--- src/rtl/fbpa_pkg.sv ---
package fbpa_pkg;

   localparam int CFG_W      = 13;
   localparam int REQ_W      = 16;
   localparam int BLK_IDX_W  = 8;
   localparam int CSR_ADDR_W = 3;
   localparam int CSR_DATA_W = 32;
   localparam int REG_IDX_W  = 1;

   localparam logic [CFG_W-1:0] MIN_REQUEST_RESET = 13'd1;
   localparam logic [CFG_W-1:0] BLOCK_BYTES_RESET = 13'd64;

   localparam logic [REG_IDX_W-1:0] REG_MIN_REQUEST_BYTES = 1'b0;
   localparam logic [REG_IDX_W-1:0] REG_BLOCK_BYTES       = 1'b1;

   localparam logic KIND_ALLOC = 1'b0;
   localparam logic KIND_FREE  = 1'b1;

   typedef enum logic [2:0] {
      ST_ALLOC    = 3'd0,
      ST_BAD_SIZE = 3'd1,
      ST_EMPTY    = 3'd2,
      ST_FREED    = 3'd3,
      ST_IGNORED  = 3'd4
   } status_type;

   typedef enum logic [1:0] {
      STATE_INIT,
      STATE_RUN,
      STATE_POP
   } state_type;

   typedef struct packed {
      logic [CFG_W-1:0] min_request_bytes;
      logic [CFG_W-1:0] block_bytes;
   } cfg_type;

endpackage

--- src/rtl/fixed_block_pool_allocator_top.sv ---
// Channel   Direction  Handshake            Word
// req       in         req_valid/req_ready  kind, request_bytes, block_index, null_block
// rsp       out        rsp_valid/rsp_ready  status, granted_index
// csr       in/out     psel/penable/pready  min_request_bytes @0x0, block_bytes @0x4
//
// A successful allocate passes through the POP state: the link of the head block is read from the
// single-port link memory, whose read data is registered, before the head moves.
// Every other word is answered from the RUN state. One word is in flight at a time.
// After reset a clearing pass writes the initial chain, one link per block, with req_ready low.
// The result register decouples rsp; a new word is taken once it is empty or being taken.

module fixed_block_pool_allocator_top #(
   parameter int NUM_BLOCKS = 256
) (
   input  logic                             clock,
   input  logic                             reset,
   input  logic                             req_valid,
   output logic                             req_ready,
   input  logic                             req_kind,
   input  logic [15:0]                      req_request_bytes,
   input  logic [7:0]                       req_block_index,
   input  logic                             req_null_block,
   output logic                             rsp_valid,
   input  logic                             rsp_ready,
   output logic [2:0]                       rsp_status,
   output logic [7:0]                       rsp_granted_index,
   input  logic                             psel,
   input  logic                             penable,
   input  logic                             pwrite,
   input  logic [fbpa_pkg::CSR_ADDR_W-1:0]  paddr,
   input  logic [fbpa_pkg::CSR_DATA_W-1:0]  pwdata,
   output logic [fbpa_pkg::CSR_DATA_W-1:0]  prdata,
   output logic                             pready
);

   localparam int IDX_W  = $clog2(NUM_BLOCKS);
   localparam int LINK_W = IDX_W + 1;

   fbpa_pkg::cfg_type    cfg;
   fbpa_pkg::state_type  state_ff;
   fbpa_pkg::state_type  state_in;
   fbpa_pkg::status_type rsp_status_ff;
   fbpa_pkg::status_type rsp_status_in;

   logic [LINK_W-1:0] link_mem [NUM_BLOCKS];
   logic [LINK_W-1:0] rd_data_ff;
   logic [IDX_W-1:0]  init_cnt_ff;
   logic [IDX_W-1:0]  init_cnt_in;
   logic [LINK_W-1:0] head_ff;
   logic [LINK_W-1:0] head_in;
   logic              rsp_valid_ff;
   logic              rsp_valid_in;
   logic [7:0]        rsp_granted_ff;
   logic [7:0]        rsp_granted_in;

   logic              mem_we;
   logic              mem_re;
   logic [IDX_W-1:0]  mem_waddr;
   logic [LINK_W-1:0] mem_wdata;
   logic              req_fire;
   logic              size_bad;
   logic              pool_empty;
   logic              idx_bad;
   logic [IDX_W-1:0]  free_idx;

   fbpa_csr u_csr (
      .clock   (clock),
      .reset   (reset),
      .psel    (psel),
      .penable (penable),
      .pwrite  (pwrite),
      .paddr   (paddr),
      .pwdata  (pwdata),
      .prdata  (prdata),
      .pready  (pready),
      .cfg     (cfg)
   );

   assign req_ready  = (state_ff == fbpa_pkg::STATE_RUN) && (!rsp_valid_ff || rsp_ready);
   assign req_fire   = req_valid && req_ready;
   assign size_bad   = (req_request_bytes > {3'b0, cfg.block_bytes})
                    || (req_request_bytes < {3'b0, cfg.min_request_bytes});
   assign pool_empty = (head_ff >= LINK_W'(NUM_BLOCKS));
   assign idx_bad    = ({24'b0, req_block_index} >= 32'(NUM_BLOCKS));
   assign free_idx   = IDX_W'({{IDX_W{1'b0}}, req_block_index});

   always_comb begin
      state_in       = state_ff;
      init_cnt_in    = init_cnt_ff;
      head_in        = head_ff;
      rsp_valid_in   = rsp_valid_ff && !rsp_ready;
      rsp_status_in  = rsp_status_ff;
      rsp_granted_in = rsp_granted_ff;
      mem_we         = 1'b0;
      mem_re         = 1'b0;
      mem_waddr      = init_cnt_ff;
      mem_wdata      = {1'b0, init_cnt_ff} + LINK_W'(1);
      case (state_ff)
         fbpa_pkg::STATE_INIT: begin
            mem_we = 1'b1;
            if (init_cnt_ff == IDX_W'(NUM_BLOCKS - 1)) begin
               state_in = fbpa_pkg::STATE_RUN;
            end else begin
               init_cnt_in = init_cnt_ff + IDX_W'(1);
            end
         end
         fbpa_pkg::STATE_RUN: begin
            if (req_fire) begin
               rsp_granted_in = '0;
               if (req_kind == fbpa_pkg::KIND_ALLOC) begin
                  if (size_bad) begin
                     rsp_valid_in  = 1'b1;
                     rsp_status_in = fbpa_pkg::ST_BAD_SIZE;
                  end else if (pool_empty) begin
                     rsp_valid_in  = 1'b1;
                     rsp_status_in = fbpa_pkg::ST_EMPTY;
                  end else begin
                     mem_re   = 1'b1;
                     state_in = fbpa_pkg::STATE_POP;
                  end
               end else if (req_null_block || idx_bad) begin
                  rsp_valid_in  = 1'b1;
                  rsp_status_in = fbpa_pkg::ST_IGNORED;
               end else begin
                  mem_we        = 1'b1;
                  mem_waddr     = free_idx;
                  mem_wdata     = head_ff;
                  head_in       = {1'b0, free_idx};
                  rsp_valid_in  = 1'b1;
                  rsp_status_in = fbpa_pkg::ST_FREED;
               end
            end
         end
         fbpa_pkg::STATE_POP: begin
            head_in        = rd_data_ff;
            rsp_valid_in   = 1'b1;
            rsp_status_in  = fbpa_pkg::ST_ALLOC;
            rsp_granted_in = 8'({8'b0, head_ff});
            state_in       = fbpa_pkg::STATE_RUN;
         end
         default: begin
            state_in = fbpa_pkg::STATE_INIT;
         end
      endcase
   end

   always_ff @(posedge clock) begin
      if (mem_we) begin
         link_mem[mem_waddr] <= mem_wdata;
      end
      if (mem_re) begin
         rd_data_ff <= link_mem[head_ff[IDX_W-1:0]];
      end
   end

   always_ff @(posedge clock) begin
      if (reset) begin
         state_ff     <= fbpa_pkg::STATE_INIT;
         init_cnt_ff  <= '0;
         head_ff      <= '0;
         rsp_valid_ff <= 1'b0;
      end else begin
         state_ff     <= state_in;
         init_cnt_ff  <= init_cnt_in;
         head_ff      <= head_in;
         rsp_valid_ff <= rsp_valid_in;
      end
   end

   always_ff @(posedge clock) begin
      rsp_status_ff  <= rsp_status_in;
      rsp_granted_ff <= rsp_granted_in;
   end

   assign rsp_valid         = rsp_valid_ff;
   assign rsp_status        = rsp_status_ff;
   assign rsp_granted_index = rsp_granted_ff;

endmodule

--- src/rtl/fbpa_csr.sv ---
module fbpa_csr (
   input  logic                             clock,
   input  logic                             reset,
   input  logic                             psel,
   input  logic                             penable,
   input  logic                             pwrite,
   input  logic [fbpa_pkg::CSR_ADDR_W-1:0]  paddr,
   input  logic [fbpa_pkg::CSR_DATA_W-1:0]  pwdata,
   output logic [fbpa_pkg::CSR_DATA_W-1:0]  prdata,
   output logic                             pready,
   output fbpa_pkg::cfg_type                cfg
);

   logic [fbpa_pkg::CFG_W-1:0]     min_request_ff;
   logic [fbpa_pkg::CFG_W-1:0]     min_request_in;
   logic [fbpa_pkg::CFG_W-1:0]     block_bytes_ff;
   logic [fbpa_pkg::CFG_W-1:0]     block_bytes_in;
   logic [fbpa_pkg::REG_IDX_W-1:0] reg_idx;
   logic                           wr_en;

   assign reg_idx = paddr[fbpa_pkg::CSR_ADDR_W-1:2];
   assign wr_en   = psel & penable & pwrite;
   assign pready  = 1'b1;

   always_comb begin
      min_request_in = min_request_ff;
      block_bytes_in = block_bytes_ff;
      prdata         = '0;
      case (reg_idx)
         fbpa_pkg::REG_MIN_REQUEST_BYTES: begin
            prdata = fbpa_pkg::CSR_DATA_W'(min_request_ff);
            if (wr_en) begin
               min_request_in = pwdata[fbpa_pkg::CFG_W-1:0];
            end
         end
         fbpa_pkg::REG_BLOCK_BYTES: begin
            prdata = fbpa_pkg::CSR_DATA_W'(block_bytes_ff);
            if (wr_en) begin
               block_bytes_in = pwdata[fbpa_pkg::CFG_W-1:0];
            end
         end
         default: begin
            prdata = '0;
         end
      endcase
   end

   always_ff @(posedge clock) begin
      if (reset) begin
         min_request_ff <= fbpa_pkg::MIN_REQUEST_RESET;
         block_bytes_ff <= fbpa_pkg::BLOCK_BYTES_RESET;
      end else begin
         min_request_ff <= min_request_in;
         block_bytes_ff <= block_bytes_in;
      end
   end

   assign cfg.min_request_bytes = min_request_ff;
   assign cfg.block_bytes       = block_bytes_ff;

endmodule

--- config.mk ---
export PLATFORM = sky130hd
export DESIGN_NAME = fixed_block_pool_allocator_top
export DESIGN_NICKNAME = d
export VERILOG_FILES = /design/src/rtl/fbpa_pkg.sv /design/src/rtl/fixed_block_pool_allocator_top.sv /design/src/rtl/fbpa_csr.sv
export SDC_FILE = /design/constraint.sdc
export NUM_CORES = 2
export LEC_CHECK = 0
export BUFFER_PORTS_ARGS = -buffer_cell sky130_fd_sc_hd__buf_2
export CAP_MARGIN = 15
export CELL_PAD_IN_SITES_DETAIL_PLACEMENT = 1
export CELL_PAD_IN_SITES_GLOBAL_PLACEMENT = 1
export CORE_AREA = 4 4 416 418
export CTS_CLUSTER_SIZE = 24
export DETAILED_ROUTE_END_ITERATION = 6
export DIE_AREA = 0 0 420 422
export PLACE_DENSITY_LB_ADDON = 0.1
export SLEW_MARGIN = 20
export SYNTH_ARGS = -nofsm -noshare
export SYNTH_HDL_FRONTEND = slang
export SYNTH_SLANG_ARGS = --single-unit
--- constraint.sdc ---
create_clock -name clock -period 21.4 [get_ports clock]
set_input_delay 6.42 -clock clock [delete_from_list [all_inputs] [get_ports clock]]
set_output_delay 6.42 -clock clock [all_outputs]
set_load 0.005 [all_outputs]
==> Word-level counts from Yosys, hierarchy flattened <==
Memory sizes are Yosys's and may differ from the RTL's. A register that Yosys moved wholly into a read port is not among the register bits.
Cells that the tools add are included.
{ "op_classes": {"addsub": 2, "n_lt_le_gt_ge": 3, "n_eq_ne": 11, "mux": 43, "n_bitwise": 4, "reduce_logical": 16} }
{ "ops": {"columns": ["operator", "n"], "rows": [
  ["$pmux 32 s2", 1],
  ["$mux 9", 7],
  ["$mux 8", 5],
  ["$pmux 9 s2", 1],
  ["$gt 16x13->1", 1],
  ["$lt 16x13->1", 1],
  ["$pmux 8 s2", 1],
  ["$mux 3", 5],
  ["$mux 1", 14],
  ["$ne 2x2->1 const B", 7],
  ["$mux 2", 5],
  ["$add 8x1->9 const B", 1],
  ["$ge 9x9->1 const B", 1],
  ["$add 8x1->8 const B", 1],
  ["$eq 8x8->1 const B", 1],
  ["$reduce_and 2->1", 4],
  ["$pmux 2 s3", 1],
  ["$pmux 3 s2", 1],
  ["$reduce_and 5->1", 1],
  ["$ne 4x4->1 const B", 1],
  ["$pmux 1 s2", 2],
  ["$reduce_and 4->1", 1],
  ["$logic_and 1x1->1", 3],
  ["$reduce_and 3->1", 1],
  ["8 further kinds", 12]
]} }
{ "totals": {"reg_bits": 57, "mem_bits_rw": 2304, "input_bits": 68, "word_cells": 88, "n_memories": 1} }
{ "mem_list": {"columns": ["name", "words", "word_bits", "read_ports", "rd_ports_with_merged_regs", "write_ports", "line_no", "rtl"], "rows": [
  ["link_mem", 256, 9, 1, 1, 1, "fixed_block_pool_allocator_top.sv:45", "logic [LINK_W-1:0] link_mem [NUM_BLOCKS];"]
]} }

==> Depth between registers and ports, before layout <==
{ "depth": {"depth_word": 8, "mapped_depth": 13} }

==> Hierarchy <==
From an unflattened synthesis, not the netlist that was laid out.
{ "hier_totals": {"hier_cells": 4531, "hier_area_um2": 92822.8} }
{ "by_module_without_submodules": {"columns": ["mod", "instances", "cells_per_inst", "area_each_um2", "seq_area_each_um2"], "rows": [
  ["fixed_block_pool_allocator_top", 1, 4391, 91392.7, 70187.3],
  ["fbpa_csr", 1, 140, 1430.1, 520.5]
]} }

==> Worst setup path after synthesis <==
No wires, ideal clock.
{ "synth_timing": {"kind": "in2reg", "start": "input port rsp_ready", "end": "memory link_mem[0][7] in the netlist's numbering (data pin)", "setup_time_ps": 2187, "arrival_ps": 17276, "path_slack_ps": 1938, "path_stages": 6, "n_path_buf": 3, "path_cell_list": "nand2b_1 -> and4_1 -> buf_2 -> clkbuf_1 -> clkbuf_1 -> o21ai_0"} }
{ "synth_between": {"elab_chain_len": 5} }
{ "synth_rtl": {"columns": ["item", "line_no", "rtl"], "rows": [
  ["from (decl)", "fixed_block_pool_allocator_top.sv:24", "input logic rsp_ready,"],
  ["$logic_or 1x1->1", "fixed_block_pool_allocator_top.sv:79", "assign req_ready = (state_ff == fbpa_pkg::STATE_RUN) && (!rsp_valid_ff || rsp_ready);"],
  ["$logic_and 1x1->1", "fixed_block_pool_allocator_top.sv:79", null],
  ["$logic_and 1x1->1", "fixed_block_pool_allocator_top.sv:80", "assign req_fire = req_valid && req_ready;"],
  ["$mux 9", "fixed_block_pool_allocator_top.sv:108", "if (req_fire) begin"],
  ["$mux 9", "fixed_block_pool_allocator_top.sv:98", "case (state_ff)"],
  ["net mem_wdata[7]", "fixed_block_pool_allocator_top.sv:59", "logic [LINK_W-1:0] mem_wdata;"],
  ["to (decl)", "fixed_block_pool_allocator_top.sv:45", null]
]} }
The timed path passes the listed nets, and every way through them passes these cells.

==> Worst setup path after layout <==
{ "layout_timing": {"start": "input port paddr[2] in the netlist's numbering", "end": "output port prdata[0] in the netlist's numbering"} }
{ "layout_between": {"elab_chain_len": 2} }
{ "layout_rtl": {"columns": ["item", "line_no", "rtl"], "rows": [
  ["from (decl)", "fixed_block_pool_allocator_top.sv:30", "input logic [fbpa_pkg::CSR_ADDR_W-1:0] paddr,"],
  ["$not 1->1 (no line)", null, null],
  ["$pmux 32 s2 (*)", "fbpa_csr.sv:29", "case (reg_idx)"],
  ["to (decl)", "fixed_block_pool_allocator_top.sv:32", "output logic [fbpa_pkg::CSR_DATA_W-1:0] prdata,"]
]} }
Mark *: on every way between the ends. The rest lies on a longest branch, timed or not. The select of a mux whose other input is x is not followed.

==> metrics <==
status finished, final reports clean; final setup vio count 0; Avg Cell Area, Syn 20.9 sq um; top-area cell type share of the netlist area ~75%; die outline width between 400 and 500 microns; Row Count around 150; vias about 45,000; gr usage total a little over a quarter; Synth Flop Type edfxtp_1; share of cells above drive strength 1 a little under a quarter; Hold WS between 0.4 and 0.5 ns; first-pass detailed-route iteration total 5; final count of pins violating max slew 0; CP arrival approximately 7.4 ns; first-pass GRT wire length between 300,000 and 400,000 microns; Port Buffers between 70 and 80; io pins 114; count of warnings emitted by yosys 0; xor and xnor area share after synthesis 0.0660%; H-tree depth 4; TNS Setup 0 ns; Synth Area in Adders less than 1%; power per cell area between 90 and 100 mW/mm^2; Die Area 0.177 sq mm; nets@finish about 4,700; Clock Pin Slew Worst Setup and Hold Paths about 0.060 ns; cell with the most instances after synthesis edfxtp_1; Compound-Gate Fraction of Synth Area approximately 2.6%; number of max-cap violations 0; Congestion Overflow GR 0; post-synthesis cell type count 58; GPL Wtd Cong between 0.7 and 0.8; area delta synth->final 11.0%; Post-synth EDFFs 2,324; Worst path max stage delay approximately 0.40 ns; Post-Synth Simple-Gate Area under 10%; Synth async-reset ratio 0%; uppermost routed layer met5; CTS hold repair buffers 0; post-synthesis cell area between 0.09 and 0.1 sq mm; Period minus WS final about 14 ns; met3 WL approximately 17,000 microns; # fillers 13,800; crit-path cells buf_2, mux2_2, buf_2; largest family of logic cells by synthesized area multiplexers; area leader, netlist edfxtp_1; Buffers & Inverters on Critical Path 2; M1 WL around 94,000 microns; setup skew after layout 0.0206 ns; clk sink count approximately 2,400; Cells after Synth 4,433; Worst Setup Start Kind input port; most used cell, CP buf_2; number of synthesized register bits between 2,000 and 2,500; CTS Buf Count between 200 and 250; average routed wire per standard cell roughly 33 microns; Starting Density between 50% and 60%; Detailed Route WL 232,000 microns; CP max-delay cell buf_2; Worst Hold Class flop to flop; cts repair resizes 0; worst-margin pin slew ~1.2 ns; critical path type input port to output pin; met2 wire len 114,000 microns; Crit Path Max Fanout 28; max frequency 0.0726 GHz; CTS Buffer Depth 3; Worst-Skew Late Latency between 0.8 and 0.9 ns; CTS tree yes; Clock Root Buffer clkbuf_16; pin count of the biggest net entering global routing approximately 180; leakage power between 30 and 40 nW; Core Footprint about 0.17 sq mm; vias in the first global route ~47,000; initial DRC count just under 5,000; Post-CTS Setup Repair Bufs 0; RSZ-0062 raised after global routing no; Rel. slew slack between 20% and 30%; Worst Setup End Kind output pin; critical path's top delay family buffers and inverters; Peak VDD IR slightly above 0.00009 V; via-per-instance ratio approximately 6.4; CP required ~15 ns; post-synthesis mux area share 16.1%; initial antenna violation count 14; largest cells by area after synthesis edfxtp_1 (75%), mux4_2 (15%), mux2i_1 (1.2%); Detail Placement HPWL ~140,000 microns; area of the multi-input gates between 0.02 and 0.025 sq mm; remaining antenna violation count 0; fin crit share 64.4%; Reg area approximately 0.071 sq mm; post-synthesis sequential area ratio about 76%; DRC violations left 0; Synth top cells by count edfxtp_1 (2,324), mux4_2 (605), nor2_1 (299); Die Y-Extent 422 microns; final hold violation count 0
[layer usage]
layer	GRT usage [%]	up-vias
met4	8.14	4
met5	0	-
met3	4.61	353
met1	38.3	24100
li1	-	18600
met2	42.1	1711
[power by group]
part | total [W] | switching (W) | internal (W)
clock network | 0.00406 | 0.00171 | 0.00235
logic | 0.000289 | 0.000225 | 0.0000636
registers | 0.00515 | 0.00000739 | 0.00515
total | 0.00950 | 0.00194 | 0.00756
[worst min-delay path, stage by stage (launching register included)]
cell	delay [ns]
dfxtp_1	0.31
nand2_1	0.05
a21oi_1	0.05
[final cells by class]
| class | count | area share (%) |
|---|---|---|
| multi-input cells | 1766 | 20.1 |
| flip-flops and latches | 2370 | 68.6 |
| inverters | 36 | 0.131 |
| clock inverters | 140 | 1.35 |
| repair buffers | 159 | 1.10 |
| diodes | 7 | 0.0170 |
| clock buffers | 291 | 5.97 |
| well taps | 2218 | 2.69 |
[state kept, by name, indices dropped and copies added (netlist names)]
register	cells
link_mem	2304
u_csr.block_bytes_ff	13
u_csr.min_request_ff	13
head_ff	9
rd_data_ff	9
init_cnt_ff	8
rsp_granted_index	8
rsp_status	3
state_ff	2
rsp_valid	1
[path summary, 6_finish.rpt]
| kind | cells after the start | startpoint | end | slack [ns] |
|---|---|---|---|---|
| setup / recovery | 3 | paddr[2] | prdata[0] | 7.62 |
| hold / removal | 2 | u_csr.min_request_ff[3]$_SDFFE_PP0P_ | u_csr.min_request_ff[3]$_SDFFE_PP0P_ | 0.46 |
| setup reg to reg | 10 | head_ff[0]$_SDFFE_PP0P_ | rd_data_ff[3]$_DFFE_PP_ | 14.91 |
| hold reg to reg | 2 | u_csr.min_request_ff[3]$_SDFFE_PP0P_ | u_csr.min_request_ff[3]$_SDFFE_PP0P_ | 0.46 |
[metrics by stage]
stage          cells  worst slack [ns]  utilization [%]  area [sq um]  total power [W]
4_1_cts         6977              7.60             60.9        103000          0.00956
3_3_place_gp    6546              7.62             56.4         95400          0.00552
2_1_floorplan   4451              1.94                -         92900          0.00544
5_1_grt         6982              7.55             60.9        103000          0.00980
6_report        6987              7.62             60.9        103000          0.00950
3_5_place_dp    6546              7.61             56.4         95400          0.00554
[cell families after synthesis]
logic type / after synthesis
flops: 2370
mux: 738
simple gates: 598
compound gates: 374
buf+inv: 315
fa+ha+maj: 29
xor+xnor: 7
other cells: 2
[layout by cell type, fill, tap and decap left out, drive strengths merged, types with 12 or more instances in the layout]
cell,count
o221ai,43
nand2,142
clkbuf,291
bufinv,27
mux4,605
a22o,17
mux2i,115
nand2b,35
conb,20
mux2,18
and2,12
buf,159
inv,39
dfxtp,46
o211ai,21
ha,29
edfxtp,2324
o22ai,13
nand4,12
a211oi,19
a31oi,13
a22oi,45
nor2,299
o21ai,71
clkinv,104
a21oi,102
nand3,39
Power figures use the tool's default switching activity.
